[src/design/assert_macros.svh]
// Assertion macros shared by the battery monitor RTL.
`ifndef ASSERT_MACROS_SVH
`define ASSERT_MACROS_SVH

// Same-cycle implication, disabled while reset is high.
`define BVM_ASSERT_NOW(lbl, clk, rst, ante, cons, msg) \
   lbl: assert property (@(posedge clk) disable iff (rst) (ante) |-> (cons)) else $error(msg);

// Next-cycle implication, disabled while reset is high.
`define BVM_ASSERT_NEXT(lbl, clk, rst, ante, cons, msg) \
   lbl: assert property (@(posedge clk) disable iff (rst) (ante) |=> (cons)) else $error(msg);

`endif

[src/design/bvm_pkg.sv]
// Shared widths, constants and the sequencer state type of the battery monitor.
`timescale 1ns / 1ps

package bvm_pkg;

   localparam int RawW  = 12;
   localparam int VrefW = 11;
   localparam int VoltW = 13;
   localparam int PctW  = 7;

   localparam logic [VrefW-1:0] VrefReset = 11'd1100;

   // raw * vref * 66 / 40950 reduces exactly to raw * vref * 11 / 6825.
   localparam int ScaleMul   = 11;
   localparam int ScaleDiv   = 6825;
   localparam int ProdW      = 27;
   localparam int ScaleShift = 27;
   localparam int RecipW     = 15;
   localparam int ScaleRecip = (2 ** ScaleShift) / ScaleDiv;
   localparam int QuotW      = 15;

   localparam logic [VoltW-1:0] VoltMax = 13'd8191;
   localparam logic [VoltW-1:0] FullMv  = 13'd4200;
   localparam logic [VoltW-1:0] EmptyMv = 13'd3000;
   localparam logic [PctW-1:0]  PctFull = 7'd100;
   localparam logic [PctW-1:0]  PctNone = 7'd0;

   typedef enum logic [2:0] {
      ST_IDLE,
      ST_RECIP,
      ST_CORR,
      ST_UPD,
      ST_AVG,
      ST_FIX,
      ST_OUT
   } bvm_state_type;

endpackage

[src/design/bvm_if.sv]
// Request and response channel interfaces of the battery monitor.
`timescale 1ns / 1ps

interface bvm_req_if import bvm_pkg::*; ();
   logic            valid;
   logic            ready;
   logic [RawW-1:0] raw_sample;

   modport source (output valid, output raw_sample, input ready);
   modport sink   (input valid, input raw_sample, output ready);
endinterface

interface bvm_rsp_if import bvm_pkg::*; ();
   logic             valid;
   logic             ready;
   logic [VoltW-1:0] voltage_mv;
   logic [VoltW-1:0] average_mv;
   logic [PctW-1:0]  charge_percent;
   logic             drop_warning;

   modport source (output valid, output voltage_mv, output average_mv,
                   output charge_percent, output drop_warning, input ready);
   modport sink   (input valid, input voltage_mv, input average_mv,
                   input charge_percent, input drop_warning, output ready);
endinterface

[src/design/battery_voltage_monitor_top.sv]
// Battery voltage monitor: ADC scaling, moving-average ring, charge and drop flags.
// Sequencer: each accepted request steps through ST_RECIP, ST_CORR, ST_UPD, ST_AVG, ST_FIX and
// ST_OUT, which holds while the output is stalled; a new request is taken only in ST_IDLE,
// after the scaling reciprocal, the ring read-modify-write and the average reciprocal are done.
// Reset (synchronous, active high) empties the window through per-entry valid bits at once,
// so no clearing pass is needed; vref_ff returns to 1100 mV.
`timescale 1ns / 1ps
`include "assert_macros.svh"

module battery_voltage_monitor_top import bvm_pkg::*; #(
   parameter int WINDOW_DEPTH = 16
) (
   input  logic             clock,
   input  logic             reset,
   input  logic             csr_wr_en,
   input  logic [VrefW-1:0] csr_wr_data,
   bvm_req_if.sink          req_ch,
   bvm_rsp_if.source        rsp_ch
);

   // Window geometry. The sum must hold WINDOW_DEPTH full-scale voltages.
   localparam int PtrW     = $clog2(WINDOW_DEPTH);
   localparam int SumW     = $clog2(WINDOW_DEPTH * 8191 + 1);
   localparam int AvgRecip = (2 ** SumW) / WINDOW_DEPTH;

   localparam logic [PtrW-1:0]     PtrLast   = PtrW'(WINDOW_DEPTH - 1);
   localparam logic [SumW-1:0]     AvgRecipV = SumW'(AvgRecip);
   localparam logic [SumW-1:0]     DepthV    = SumW'(WINDOW_DEPTH);
   localparam logic [ProdW-1:0]    ScaleDivV = ProdW'(ScaleDiv);
   localparam logic [ProdW-1:0]    ScaleRemMax = ProdW'(2 * ScaleDiv);
   localparam logic [RecipW-1:0]   ScaleRecipV = RecipW'(ScaleRecip);

   // Control state.
   bvm_state_type            state_ff, state_in;
   logic [VrefW-1:0]         vref_ff;
   logic [PtrW-1:0]          wptr_ff, wptr_in;
   logic [SumW-1:0]          sum_ff, sum_in;
   logic [WINDOW_DEPTH-1:0]  valid_ff;
   logic                     rsp_valid_ff;

   // Datapath registers.
   logic [ProdW-1:0]   prod_ff, prod_in;
   logic [QuotW-1:0]   quot_est_ff, quot_est_in;
   logic [VoltW-1:0]   volt_ff, volt_in;
   logic [SumW-1:0]    avg_est_ff, avg_est_in;
   logic [VoltW-1:0]   avg_ff, avg_in;
   logic [VoltW-1:0]   rd_ff;
   logic               old_valid_ff;
   logic [VoltW-1:0]   rsp_volt_ff, rsp_avg_ff;
   logic [PctW-1:0]    rsp_pct_ff, pct_in;
   logic               rsp_drop_ff, drop_in;

   // The sample ring itself.
   logic [VoltW-1:0]   ring_mem [WINDOW_DEPTH];

   logic               req_fire;
   logic               out_free;
   logic               out_load;
   logic [RawW+3:0]    raw_x11;
   logic [ProdW+RecipW-1:0] scale_recip_prod;
   logic [ProdW-1:0]   scale_back;
   logic [ProdW-1:0]   scale_rem;
   logic [QuotW-1:0]   quot;
   logic [VoltW-1:0]   old_sample;
   logic [2*SumW-1:0]  avg_recip_prod;
   logic [SumW-1:0]    avg_back;
   logic [SumW-1:0]    avg_rem;
   logic [SumW-1:0]    avg_fix;
   logic [VoltW-1:0]   charge_span;
   logic [VoltW-3:0]   charge_quarter;
   logic [VoltW+5:0]   charge_third;
   logic [VoltW+3:0]   volt_x10;
   logic [VoltW+3:0]   avg_x9;

   assign req_fire = req_ch.valid && req_ch.ready;
   assign out_free = !rsp_valid_ff || rsp_ch.ready;
   assign out_load = (state_ff == ST_OUT) && out_free;

   assign req_ch.ready          = (state_ff == ST_IDLE);
   assign rsp_ch.valid          = rsp_valid_ff;
   assign rsp_ch.voltage_mv     = rsp_volt_ff;
   assign rsp_ch.average_mv     = rsp_avg_ff;
   assign rsp_ch.charge_percent = rsp_pct_ff;
   assign rsp_ch.drop_warning   = rsp_drop_ff;

   // Scaling, first step: raw * 11 by shift-and-add, then one multiply by vref.
   always_comb begin
      raw_x11 = ((RawW+4)'(req_ch.raw_sample) << 3) + ((RawW+4)'(req_ch.raw_sample) << 1)
              + (RawW+4)'(req_ch.raw_sample);
      prod_in = ProdW'(raw_x11) * ProdW'(vref_ff);
   end

   // Scaling, second step: estimate the quotient by 6825 with a reciprocal multiply.
   // The estimate is the true quotient or one short of it.
   always_comb begin
      scale_recip_prod = (ProdW+RecipW)'(prod_ff) * (ProdW+RecipW)'(ScaleRecipV);
      quot_est_in      = scale_recip_prod[ProdW+RecipW-1:ScaleShift];
   end

   // Scaling, third step: one compare-and-correct step, then saturate to 13 bits.
   always_comb begin
      scale_back = ProdW'(quot_est_ff) * ScaleDivV;
      scale_rem  = prod_ff - scale_back;
      quot       = quot_est_ff + QuotW'(scale_rem >= ScaleDivV);
      volt_in    = (quot > QuotW'(VoltMax)) ? VoltMax : quot[VoltW-1:0];
   end

   // Ring update: entries never written since reset count as zero.
   always_comb begin
      old_sample = old_valid_ff ? rd_ff : '0;
      sum_in     = sum_ff - SumW'(old_sample) + SumW'(volt_ff);
      wptr_in    = (wptr_ff == PtrLast) ? '0 : wptr_ff + PtrW'(1);
   end

   // Window average: reciprocal estimate, then one correction in the following cycle.
   always_comb begin
      avg_recip_prod = (2*SumW)'(sum_ff) * (2*SumW)'(AvgRecipV);
      avg_est_in     = avg_recip_prod[2*SumW-1:SumW];
      avg_back       = avg_est_ff * DepthV;
      avg_rem        = sum_ff - avg_back;
      avg_fix        = avg_est_ff + SumW'(avg_rem >= DepthV);
      avg_in         = avg_fix[VoltW-1:0];
   end

   // Charge percentage: (avg - 3000) * 100 / 1200 equals (avg - 3000) / 12, taken as
   // a quarter and then a third by multiplying with 171 / 512, exact below 1200.
   // The drop flag compares ten times the voltage with nine times the average exactly.
   always_comb begin
      charge_span    = avg_ff - EmptyMv;
      charge_quarter = charge_span[VoltW-1:2];
      charge_third   = (VoltW+6)'(charge_quarter) * (VoltW+6)'(171);
      if (avg_ff >= FullMv) begin
         pct_in = PctFull;
      end else if (avg_ff <= EmptyMv) begin
         pct_in = PctNone;
      end else begin
         pct_in = charge_third[PctW+8:9];
      end
      volt_x10 = ((VoltW+4)'(volt_ff) << 3) + ((VoltW+4)'(volt_ff) << 1);
      avg_x9   = ((VoltW+4)'(avg_ff) << 3) + (VoltW+4)'(avg_ff);
      drop_in  = (volt_x10 < avg_x9);
   end

   // Sequencer: one request at a time, one step per cycle except in ST_OUT, which waits for the output to be free.
   always_comb begin
      state_in = state_ff;
      case (state_ff)
         ST_IDLE: begin
            if (req_fire) begin
               state_in = ST_RECIP;
            end
         end
         ST_RECIP: state_in = ST_CORR;
         ST_CORR:  state_in = ST_UPD;
         ST_UPD:   state_in = ST_AVG;
         ST_AVG:   state_in = ST_FIX;
         ST_FIX:   state_in = ST_OUT;
         ST_OUT: begin
            if (out_free) begin
               state_in = ST_IDLE;
            end
         end
         default:  state_in = ST_IDLE;
      endcase
   end

   always_ff @(posedge clock) begin
      if (reset) begin
         state_ff <= ST_IDLE;
      end else begin
         state_ff <= state_in;
      end
   end

   // Control registers that reset clears.
   always_ff @(posedge clock) begin
      if (reset) begin
         vref_ff      <= VrefReset;
         wptr_ff      <= '0;
         sum_ff       <= '0;
         valid_ff     <= '0;
         rsp_valid_ff <= 1'b0;
      end else begin
         if (csr_wr_en) begin
            vref_ff <= csr_wr_data;
         end
         if (state_ff == ST_UPD) begin
            wptr_ff           <= wptr_in;
            sum_ff            <= sum_in;
            valid_ff[wptr_ff] <= 1'b1;
         end
         if (out_load) begin
            rsp_valid_ff <= 1'b1;
         end else if (rsp_ch.ready) begin
            rsp_valid_ff <= 1'b0;
         end
      end
   end

   // Ring memory: the old entry is read as the request is accepted and the new voltage
   // is written back in ST_UPD, before the next request can be accepted.
   always_ff @(posedge clock) begin
      if (req_fire) begin
         rd_ff        <= ring_mem[wptr_ff];
         old_valid_ff <= valid_ff[wptr_ff];
      end
      if (state_ff == ST_UPD) begin
         ring_mem[wptr_ff] <= volt_ff;
      end
   end

   // Datapath registers.
   always_ff @(posedge clock) begin
      if (req_fire) begin
         prod_ff <= prod_in;
      end
      if (state_ff == ST_RECIP) begin
         quot_est_ff <= quot_est_in;
      end
      if (state_ff == ST_CORR) begin
         volt_ff <= volt_in;
      end
      if (state_ff == ST_AVG) begin
         avg_est_ff <= avg_est_in;
      end
      if (state_ff == ST_FIX) begin
         avg_ff <= avg_in;
      end
      if (out_load) begin
         rsp_volt_ff <= volt_ff;
         rsp_avg_ff  <= avg_ff;
         rsp_pct_ff  <= pct_in;
         rsp_drop_ff <= drop_in;
      end
   end

   // The reciprocal estimate must leave less than two divisors to correct.
   `BVM_ASSERT_NOW(a_scale_rem, clock, reset, state_ff == ST_CORR, scale_rem < ScaleRemMax,
      "scaling quotient estimate off by more than one")
   `BVM_ASSERT_NOW(a_avg_rem, clock, reset, state_ff == ST_FIX, avg_rem < (DepthV << 1),
      "average quotient estimate off by more than one")
   `BVM_ASSERT_NEXT(a_wptr_moves, clock, reset, state_ff == ST_UPD, wptr_ff != $past(wptr_ff),
      "write position did not advance on a ring update")
   `BVM_ASSERT_NOW(a_rsp_source, clock, reset, $rose(rsp_valid_ff), $past(state_ff) == ST_OUT,
      "response raised outside the output step")
   `BVM_ASSERT_NEXT(a_out_hold, clock, reset, (state_ff == ST_OUT) && !out_free,
      (state_ff == ST_OUT) && rsp_valid_ff, "stalled result left the output step")

endmodule

[src/flat_wrapper.sv]
// flat-port wrapper written by rule: the top's interface ports become plain ports
module battery_voltage_monitor_top_flat import bvm_pkg::*;
#(
   parameter int WINDOW_DEPTH = 16
)
  (clock, reset, csr_wr_en, csr_wr_data, req_ch_valid, req_ch_raw_sample, req_ch_ready, rsp_ch_valid, rsp_ch_voltage_mv, rsp_ch_average_mv, rsp_ch_charge_percent, rsp_ch_drop_warning, rsp_ch_ready);
  bvm_req_if req_ch_i ();
  bvm_rsp_if rsp_ch_i ();
  input  logic clock;
  input  logic reset;
  input  logic csr_wr_en;
  input  logic [VrefW-1:0] csr_wr_data;
  input wire logic [$bits(req_ch_i.valid)-1:0] req_ch_valid;
  input wire logic [$bits(req_ch_i.raw_sample)-1:0] req_ch_raw_sample;
  output wire logic [$bits(req_ch_i.ready)-1:0] req_ch_ready;
  output wire logic [$bits(rsp_ch_i.valid)-1:0] rsp_ch_valid;
  output wire logic [$bits(rsp_ch_i.voltage_mv)-1:0] rsp_ch_voltage_mv;
  output wire logic [$bits(rsp_ch_i.average_mv)-1:0] rsp_ch_average_mv;
  output wire logic [$bits(rsp_ch_i.charge_percent)-1:0] rsp_ch_charge_percent;
  output wire logic [$bits(rsp_ch_i.drop_warning)-1:0] rsp_ch_drop_warning;
  input wire logic [$bits(rsp_ch_i.ready)-1:0] rsp_ch_ready;
  assign req_ch_i.valid = req_ch_valid;
  assign req_ch_i.raw_sample = req_ch_raw_sample;
  assign req_ch_ready = req_ch_i.ready;
  assign rsp_ch_valid = rsp_ch_i.valid;
  assign rsp_ch_voltage_mv = rsp_ch_i.voltage_mv;
  assign rsp_ch_average_mv = rsp_ch_i.average_mv;
  assign rsp_ch_charge_percent = rsp_ch_i.charge_percent;
  assign rsp_ch_drop_warning = rsp_ch_i.drop_warning;
  assign rsp_ch_i.ready = rsp_ch_ready;
  battery_voltage_monitor_top #(.WINDOW_DEPTH(WINDOW_DEPTH)) u_core (.clock(clock), .reset(reset), .csr_wr_en(csr_wr_en), .csr_wr_data(csr_wr_data), .req_ch(req_ch_i), .rsp_ch(rsp_ch_i));
endmodule
[config.mk]
export PLATFORM = sky130hd
export DESIGN_NAME = battery_voltage_monitor_top_flat
export DESIGN_NICKNAME = d
export VERILOG_FILES = /design/src/design/bvm_pkg.sv /design/src/design/bvm_if.sv /design/src/design/battery_voltage_monitor_top.sv /design/src/flat_wrapper.sv
export VERILOG_INCLUDE_DIRS = /design/src /design/src/design
export SDC_FILE = /design/constraint.sdc
export NUM_CORES = 2
export LEC_CHECK = 0
export BUFFER_PORTS_ARGS = -buffer_cell sky130_fd_sc_hd__buf_2
export CORE_ASPECT_RATIO = 1.2
export CORE_MARGIN = 10
export CORE_UTILIZATION = 45
export DETAILED_ROUTE_END_ITERATION = 7
export HOLD_SLACK_MARGIN = 0.05
export MAX_ROUTING_LAYER = met4
export PLACE_DENSITY_LB_ADDON = 0.15
export SETUP_SLACK_MARGIN = 0.2
export SKIP_CTS_REPAIR_TIMING = 1
export SYNTH_ARGS = -nofsm -noshare
export SYNTH_HDL_FRONTEND = slang
export SYNTH_SLANG_ARGS = --single-unit
[constraint.sdc]
create_clock -name clock -period 8.35 [get_ports clock]
set_input_delay 0.4175 -clock clock [delete_from_list [all_inputs] [get_ports clock]]
set_output_delay 0.4175 -clock clock [all_outputs]
set_load 0.03 [all_outputs]
[Yosys cells after proc, flatten, opt, wreduce, memory -nomap -nowiden]
Memories as Yosys holds them, arrays and structs flattened. A register that Yosys moved wholly into a read port is not among the register bits.
Cells that the tools add are included.
Storage, ports and cells
  bits in registers: 168
  RAM bits: 208
  input port bits: 28
  output and inout bits: 36
  logic and storage cells: 75
  memories kept: 1
Cells by class
  add/subtract/negate cells: 12
  $mul: 4
  magnitude comparators: 8
  equality and inequality tests: 9
  mux-type cells: 14
  bitwise gates (word level): 1
  reduce and logical (&&, ||, !) cells: 9
Memory list
  u_core.ring_mem: depth 16, width 13, read ports 1, clocked after memory_dff 1, wr ports 1, RTL line battery_voltage_monitor_top.sv:54  | logic [VoltW-1:0] ring_mem [WINDOW_DEPTH];
Operators by type and width (count)
  multiplier 27 x 15 -> 42 bit, second input constant: 1
  >= comparator 27 x 13 -> 1 bit, second input constant: 1
  multiplier 15 x 13 -> 27 bit, second input constant: 1
  multiplier 16 x 11 -> 27 bit: 1
  subtractor 27 bit: 1
  case mux 3 bit (7 select lines): 1
  adder 16 x 13 -> 17 bit: 1
  adder 16 x 14 -> 17 bit: 1
  adder 17 x 13 -> 17 bit: 1
  >= comparator 17 x 5 -> 1 bit, second input constant: 1
  less-than comparator 17 bit: 1
  subtractor 17 x 13 -> 17 bit: 1
  subtractor 17 bit: 1
  adder 15 x 13 -> 16 bit: 1
  adder 16 x 12 -> 16 bit: 1
  multiplier 11 x 8 -> 16 bit, second input constant: 1
  bitwise OR 16 bit: 1
  adder 15 x 1 -> 15 bit: 1
  > comparator 15 x 13 -> 1 bit, second input constant: 1
  adder 13 x 1 -> 13 bit: 1
  >= comparator 13 bit, second input constant: 1
  <= comparator 13 x 12 -> 1 bit, second input constant: 1
  two-way mux 13 bit: 1
  subtractor 13 x 12 -> 13 bit, second input constant: 1
  22 further kinds: 33

[Longest topological paths before layout]
  depth in word-level cells: 5
  gate-level depth with buffers: 33
  mapped depth without buffers: 31

[Worst setup path before layout]
OpenSTA, ideal clock, no wires.
  path type: input port to flip-flop
  start point: in req_ch_raw_sample[0]
  end point: reg u_core.prod_ff[25], data pin
  setup time: 0.258 ns
  arrival: 7.505 ns
  data required time: 8.092 ns
  path slack: 0.588 ns
  cell stages on the path: 31
  buffers on the path: 2
  cell sequence: fa_1 > inv_1 > fa_1 > nor2b_1 > o21ai_0 > a21boi_0 > o21ai_0 > a21boi_0 > o21a_1 > o21ai_0 > a211o_1 > o311ai_0 > clkbuf_1 > nand2_1 > fa_1 > fa_1 > fa_1 > fa_1 > inv_1 > fa_1 > ha_1 > clkbuf_1 > a21o_1 > a21oi_1 > nor2b_1 > o21ai_0 > o21ai_1 > a2111oi_0 > o21bai_1 > a21oi_1 > xnor2_1
Between the ends
  word-level cells in the longest chain between the ends: 3
RTL lines
  from (decl): RTL line flat_wrapper.sv:14  | input wire logic [$bits(req_ch_i.raw_sample)-1:0] req_ch_raw_sample;
  adder 15 x 13 -> 16 bit: RTL line battery_voltage_monitor_top.sv:88  | raw_x11 = ((RawW+4)'(req_ch.raw_sample) << 3) + ((RawW+4)'(req_ch.raw_sample) << 1)
  adder 16 x 12 -> 16 bit *: RTL line battery_voltage_monitor_top.sv:89  | + (RawW+4)'(req_ch.raw_sample);
  multiplier 16 x 11 -> 27 bit *: RTL line battery_voltage_monitor_top.sv:90  | prod_in = ProdW'(raw_x11) * ProdW'(vref_ff);
  named net u_core.prod_in[25]: RTL line battery_voltage_monitor_top.sv:42  | logic [ProdW-1:0] prod_ff, prod_in;
  to (signal assigned): RTL line battery_voltage_monitor_top.sv:215  | prod_ff <= prod_in;
  to (decl): RTL line battery_voltage_monitor_top.sv:42
Mark *: on every way through the listed nets, which the timed path passes. The rest lies on a longest branch.
A chain may end at the register's enable or synchronous reset.

[Worst setup path in the final report]
  start point: reg u_core.quot_est_ff[5]
  end point: reg u_core.volt_ff[2], data pin
Between the ends
  word-level cells in the longest chain between the ends: 5
RTL lines
  from (decl): RTL line battery_voltage_monitor_top.sv:43  | logic [QuotW-1:0] quot_est_ff, quot_est_in;
  from (signal assigned): RTL line battery_voltage_monitor_top.sv:218  | quot_est_ff <= quot_est_in;
  multiplier 15 x 13 -> 27 bit: RTL line battery_voltage_monitor_top.sv:102  | scale_back = ProdW'(quot_est_ff) * ScaleDivV;
  subtractor 27 bit: RTL line battery_voltage_monitor_top.sv:103  | scale_rem = prod_ff - scale_back;
  >= comparator 27 x 13 -> 1 bit: RTL line battery_voltage_monitor_top.sv:104  | quot = quot_est_ff + QuotW'(scale_rem >= ScaleDivV);
  adder 15 x 1 -> 15 bit *: RTL line battery_voltage_monitor_top.sv:104
  > comparator 15 x 13 -> 1 bit: RTL line battery_voltage_monitor_top.sv:105  | volt_in = (quot > QuotW'(VoltMax)) ? VoltMax : quot[VoltW-1:0];
  to (signal assigned): RTL line battery_voltage_monitor_top.sv:221  | volt_ff <= volt_in;
  to (decl): RTL line battery_voltage_monitor_top.sv:44  | logic [VoltW-1:0] volt_ff, volt_in;
Every way passes the cells marked *; elsewhere a longest branch is shown, timed or not.

==> results.md <==
* Status: finished, final reports clean
* Die Wd at 276.8 um
* Number of port buffers at 63
* Avg Cell Area, Syn at 11.19 sq um
* CTS root buffer: clkbuf_16
* Drt first pass iters at 5
* Utilization after layout at 50.08%
* Final instance area at 39160 sq um
* Number of synthesized flops with an enable pin at 337
* Final Hold Viols at 0
* Vias in the first global route at 24760
* GP Congestion at 0.8906
* Hold endpoint: u_core.vref_ff[9]
* Worst R2R End: u_core.volt_ff[2]
* Asr flop ratio synth at 0%
* Final wirelength at 80.92 mm
* Hold Path Stages at 3
* Maximum number of pins on one net before global-route repair at 55
* DRT iter0 DRCs at 1247
* Warning count from the yosys run at 0
* Gr ovfl total at 0
* CP required at 8.66 ns
* Max capacitance violation total at 0
* # DRC at 0
* Final Cycle Share at 92.99%
* Die area at 90860 sq um
* Worst-Margin Slew at 1.190 ns
* DR WL/cell at 18.58 um
* Initial antenna violation count at 0
* Worst r2r src: u_core.quot_est_ff[5]
* Setup CP Type: flop to flop
* Tmin final at 7.765 ns
* Post-synthesis adder-cell area fraction at 37.43%
* Via count at 22900
* Vias per cell at 5.259
* Clock sinks at 389
* Worst hold start: csr_wr_data[9]
* CP Launch Type: flop
* Commonest cells after routing, fill and taps aside: 659 x inv_1, 487 x ha_1, 361 x fa_1
* CP Depth at 29
* Syn nets at 4061
* Boundary Pins at 64
* Area growth from synthesis to layout at 9.929%
* Placed cell areas at 37460 sq um
* Clock-pin slew on the worst setup and hold paths at 0.06 ns
* Die H at 328.2 um
* # fillers at 7030
* Netlist Area Pre-Place at 35620 sq um
* Clock insertion delay at the later pin of the skew report at 0.60 ns
* Core Area at 78200 sq um
* Setup Total Neg Slack at 0 ns
* Worst Path Buf+Inv at 4
* Fin. max-slew vios at 0
* DP Wirelength at 64.12 mm
* RSZ-0062 raised after global routing: false
* Global Route Usage Sum at 18.48%
* F_max at 128.8 MHz
* N_diodes at 0
* Final setup viols at 0
* Number of H-tree levels at 2
* Top FF cell, synth: edfxtp_1
* CP max stage delay at 0.56 ns
* Flop2flop setup slack at 0.59 ns
* Worst hold-check path type: primary input to flop
* Layout cells sized above 1 at 9.853%
* CTS tree: built
* Post-Synth Simple-Gate Area at 8.215%
* # rows at 112
* Synth Area in Compound Gates at 6.856%
* Setup crit end kind: flop
* Largest family of logic cells by synthesized area: adder cells
* # nets final at 4171
* Crit-path max FO at 11
* Cell mode on critical path: fa_1
* Crit path max-delay family: adder cells
* Final setup margin at 0.5850 ns
* Antenna Nets Post-Route at 0
* Commonest non-fill, non-tap cell in the layout: inv_1
* Slew headroom at 20.66%
* Mux contribution to synthesized area at 4.840%
* Synth unique cells at 73
* First-pass GRT wire length at 131.9 mm
* Starting density of the core at 45.56%
* Final Skew at 0.03241 ns
* Num CTS Buffers at 43
* Synthesized flop and latch total at 389
* Cells after synthesis at 3184
* Post-synthesis sequential area ratio at 31.33%
* Xor/xnor share of the synthesized area at 3.639%
* WP data arrival at 8.08 ns
* R2R cell count at 29
* Worst slack at placement at 0.2210 ns
* Clock Path Buffers at 3
* Slowest-stage cell, CP: edfxtp_1
tightest hold or removal path, delay by kind of cell:
family | cells | cell delay, ns
buffers and inverters | 1 | 0.08
multiplexers | 1 | 0.05
AND/OR/NAND/NOR | 1 | 0.07
how the worst max path moves through the flow:
stage | from | to | slack [ns]
finish | u_core.quot_est_ff[5] | u_core.volt_ff[2] | 0.59
global route | u_core.quot_est_ff[5] | u_core.volt_ff[11] | 0.15
CTS | u_core.quot_est_ff[5] | u_core.volt_ff[2] | 0.42
detailed placement | req_ch_raw_sample[1] | u_core.prod_ff[26] | 0.22
global placement | req_ch_raw_sample[0] | u_core.prod_ff[25] | 0.24
floorplan | req_ch_raw_sample[0] | u_core.prod_ff[25] | 0.59
flip-flops by register name, summed over array words and instances (netlist names):
signal and count:
u_core.prod_ff 27, u_core.rsp_ch.voltage_mv 13, u_core.vref_ff 11, u_core.rsp_ch.charge_percent 7, u_core.volt_ff 13, u_core.old_valid_ff 1
u_core.rsp_ch.valid 1, u_core.avg_ff 13, u_core.rsp_ch.drop_warning 1, u_core.rsp_ch.average_mv 13, u_core.rd_ff 13, u_core.quot_est_ff 15
u_core.state_ff 3, u_core.wptr_ff 4, u_core.sum_ff 17, u_core.ring_mem 208, u_core.valid_ff 16, u_core.avg_est_ff 13
layer usage:
layer  share of wire (%)  GRT usage (%)
met1                  40          20.75
met2                  55          34.70
met4                 2.2          4.352
met3                 3.0          1.903
met5                   0              -
area by class of cell:
cell class	instances	area [sq um]	area share (%)
clock buffers	49	1119	2.856
clock inverters	31	414.1	1.058
repair buffers	136	873.3	2.230
flip-flops and latches	389	11170	28.51
well taps	1026	1284	3.278
multi-input cells	2065	21830	55.75
inverters	659	2474	6.316
cell families after synthesis:
| logic type | Yosys count |
|---|---|
| adder cells (fa/ha/maj) | 849 |
| buffers and inverters | 730 |
| AND/OR/NAND/NOR | 608 |
| flip-flops | 389 |
| AO/OA/AOI/OAI | 376 |
| XOR/XNOR | 148 |
| multiplexers | 84 |
cells in the mapped netlist (5+ instances only):
cell type	number	area (sq um)
and3_1	15	93.84
buf_1	6	22.52
clkbuf_1	64	240.2
fa_1	361	7227
nand4_1	10	62.56
nand2_1	214	803.3
nor3_1	36	180.2
a21o_1	39	292.8
edfxtp_1	337	10120
a2111oi_0	6	52.55
or3_1	7	43.79
o21bai_1	18	135.1
mux2i_1	11	110.1
nor4b_1	6	52.55
ha_1	488	6106
nand2b_1	31	193.9
xnor2_1	105	919.6
o21a_1	20	150.1
inv_1	659	2474
o211ai_1	5	37.54
dfxtp_1	52	1041
a31oi_1	10	62.56
mux4_2	70	1577
nor2b_1	29	181.4
a211o_1	9	78.83
o41ai_1	8	70.07
a211oi_1	12	90.09
nor3b_1	5	37.54
o31ai_1	5	37.54
or2_2	8	50.05
nor2_1	125	469.2
nand3_1	28	140.1
xor2_1	43	376.6
a21oi_1	124	620.6
and2_1	81	506.7
o21ai_0	77	385.4
metrics by stage:
step,cells,hold slack [ns]
2_1_floorplan,3184,0.4300
3_3_place_gp,4260,0.4383
3_5_place_dp,4260,0.4455
4_1_cts,4340,-0.02039
5_1_grt,4355,0.05004
6_report,4355,0.06242
Power is left out: the tool's default activity adds up to more than one toggle a clock period on the data nets, which glitch-free logic cannot reach.
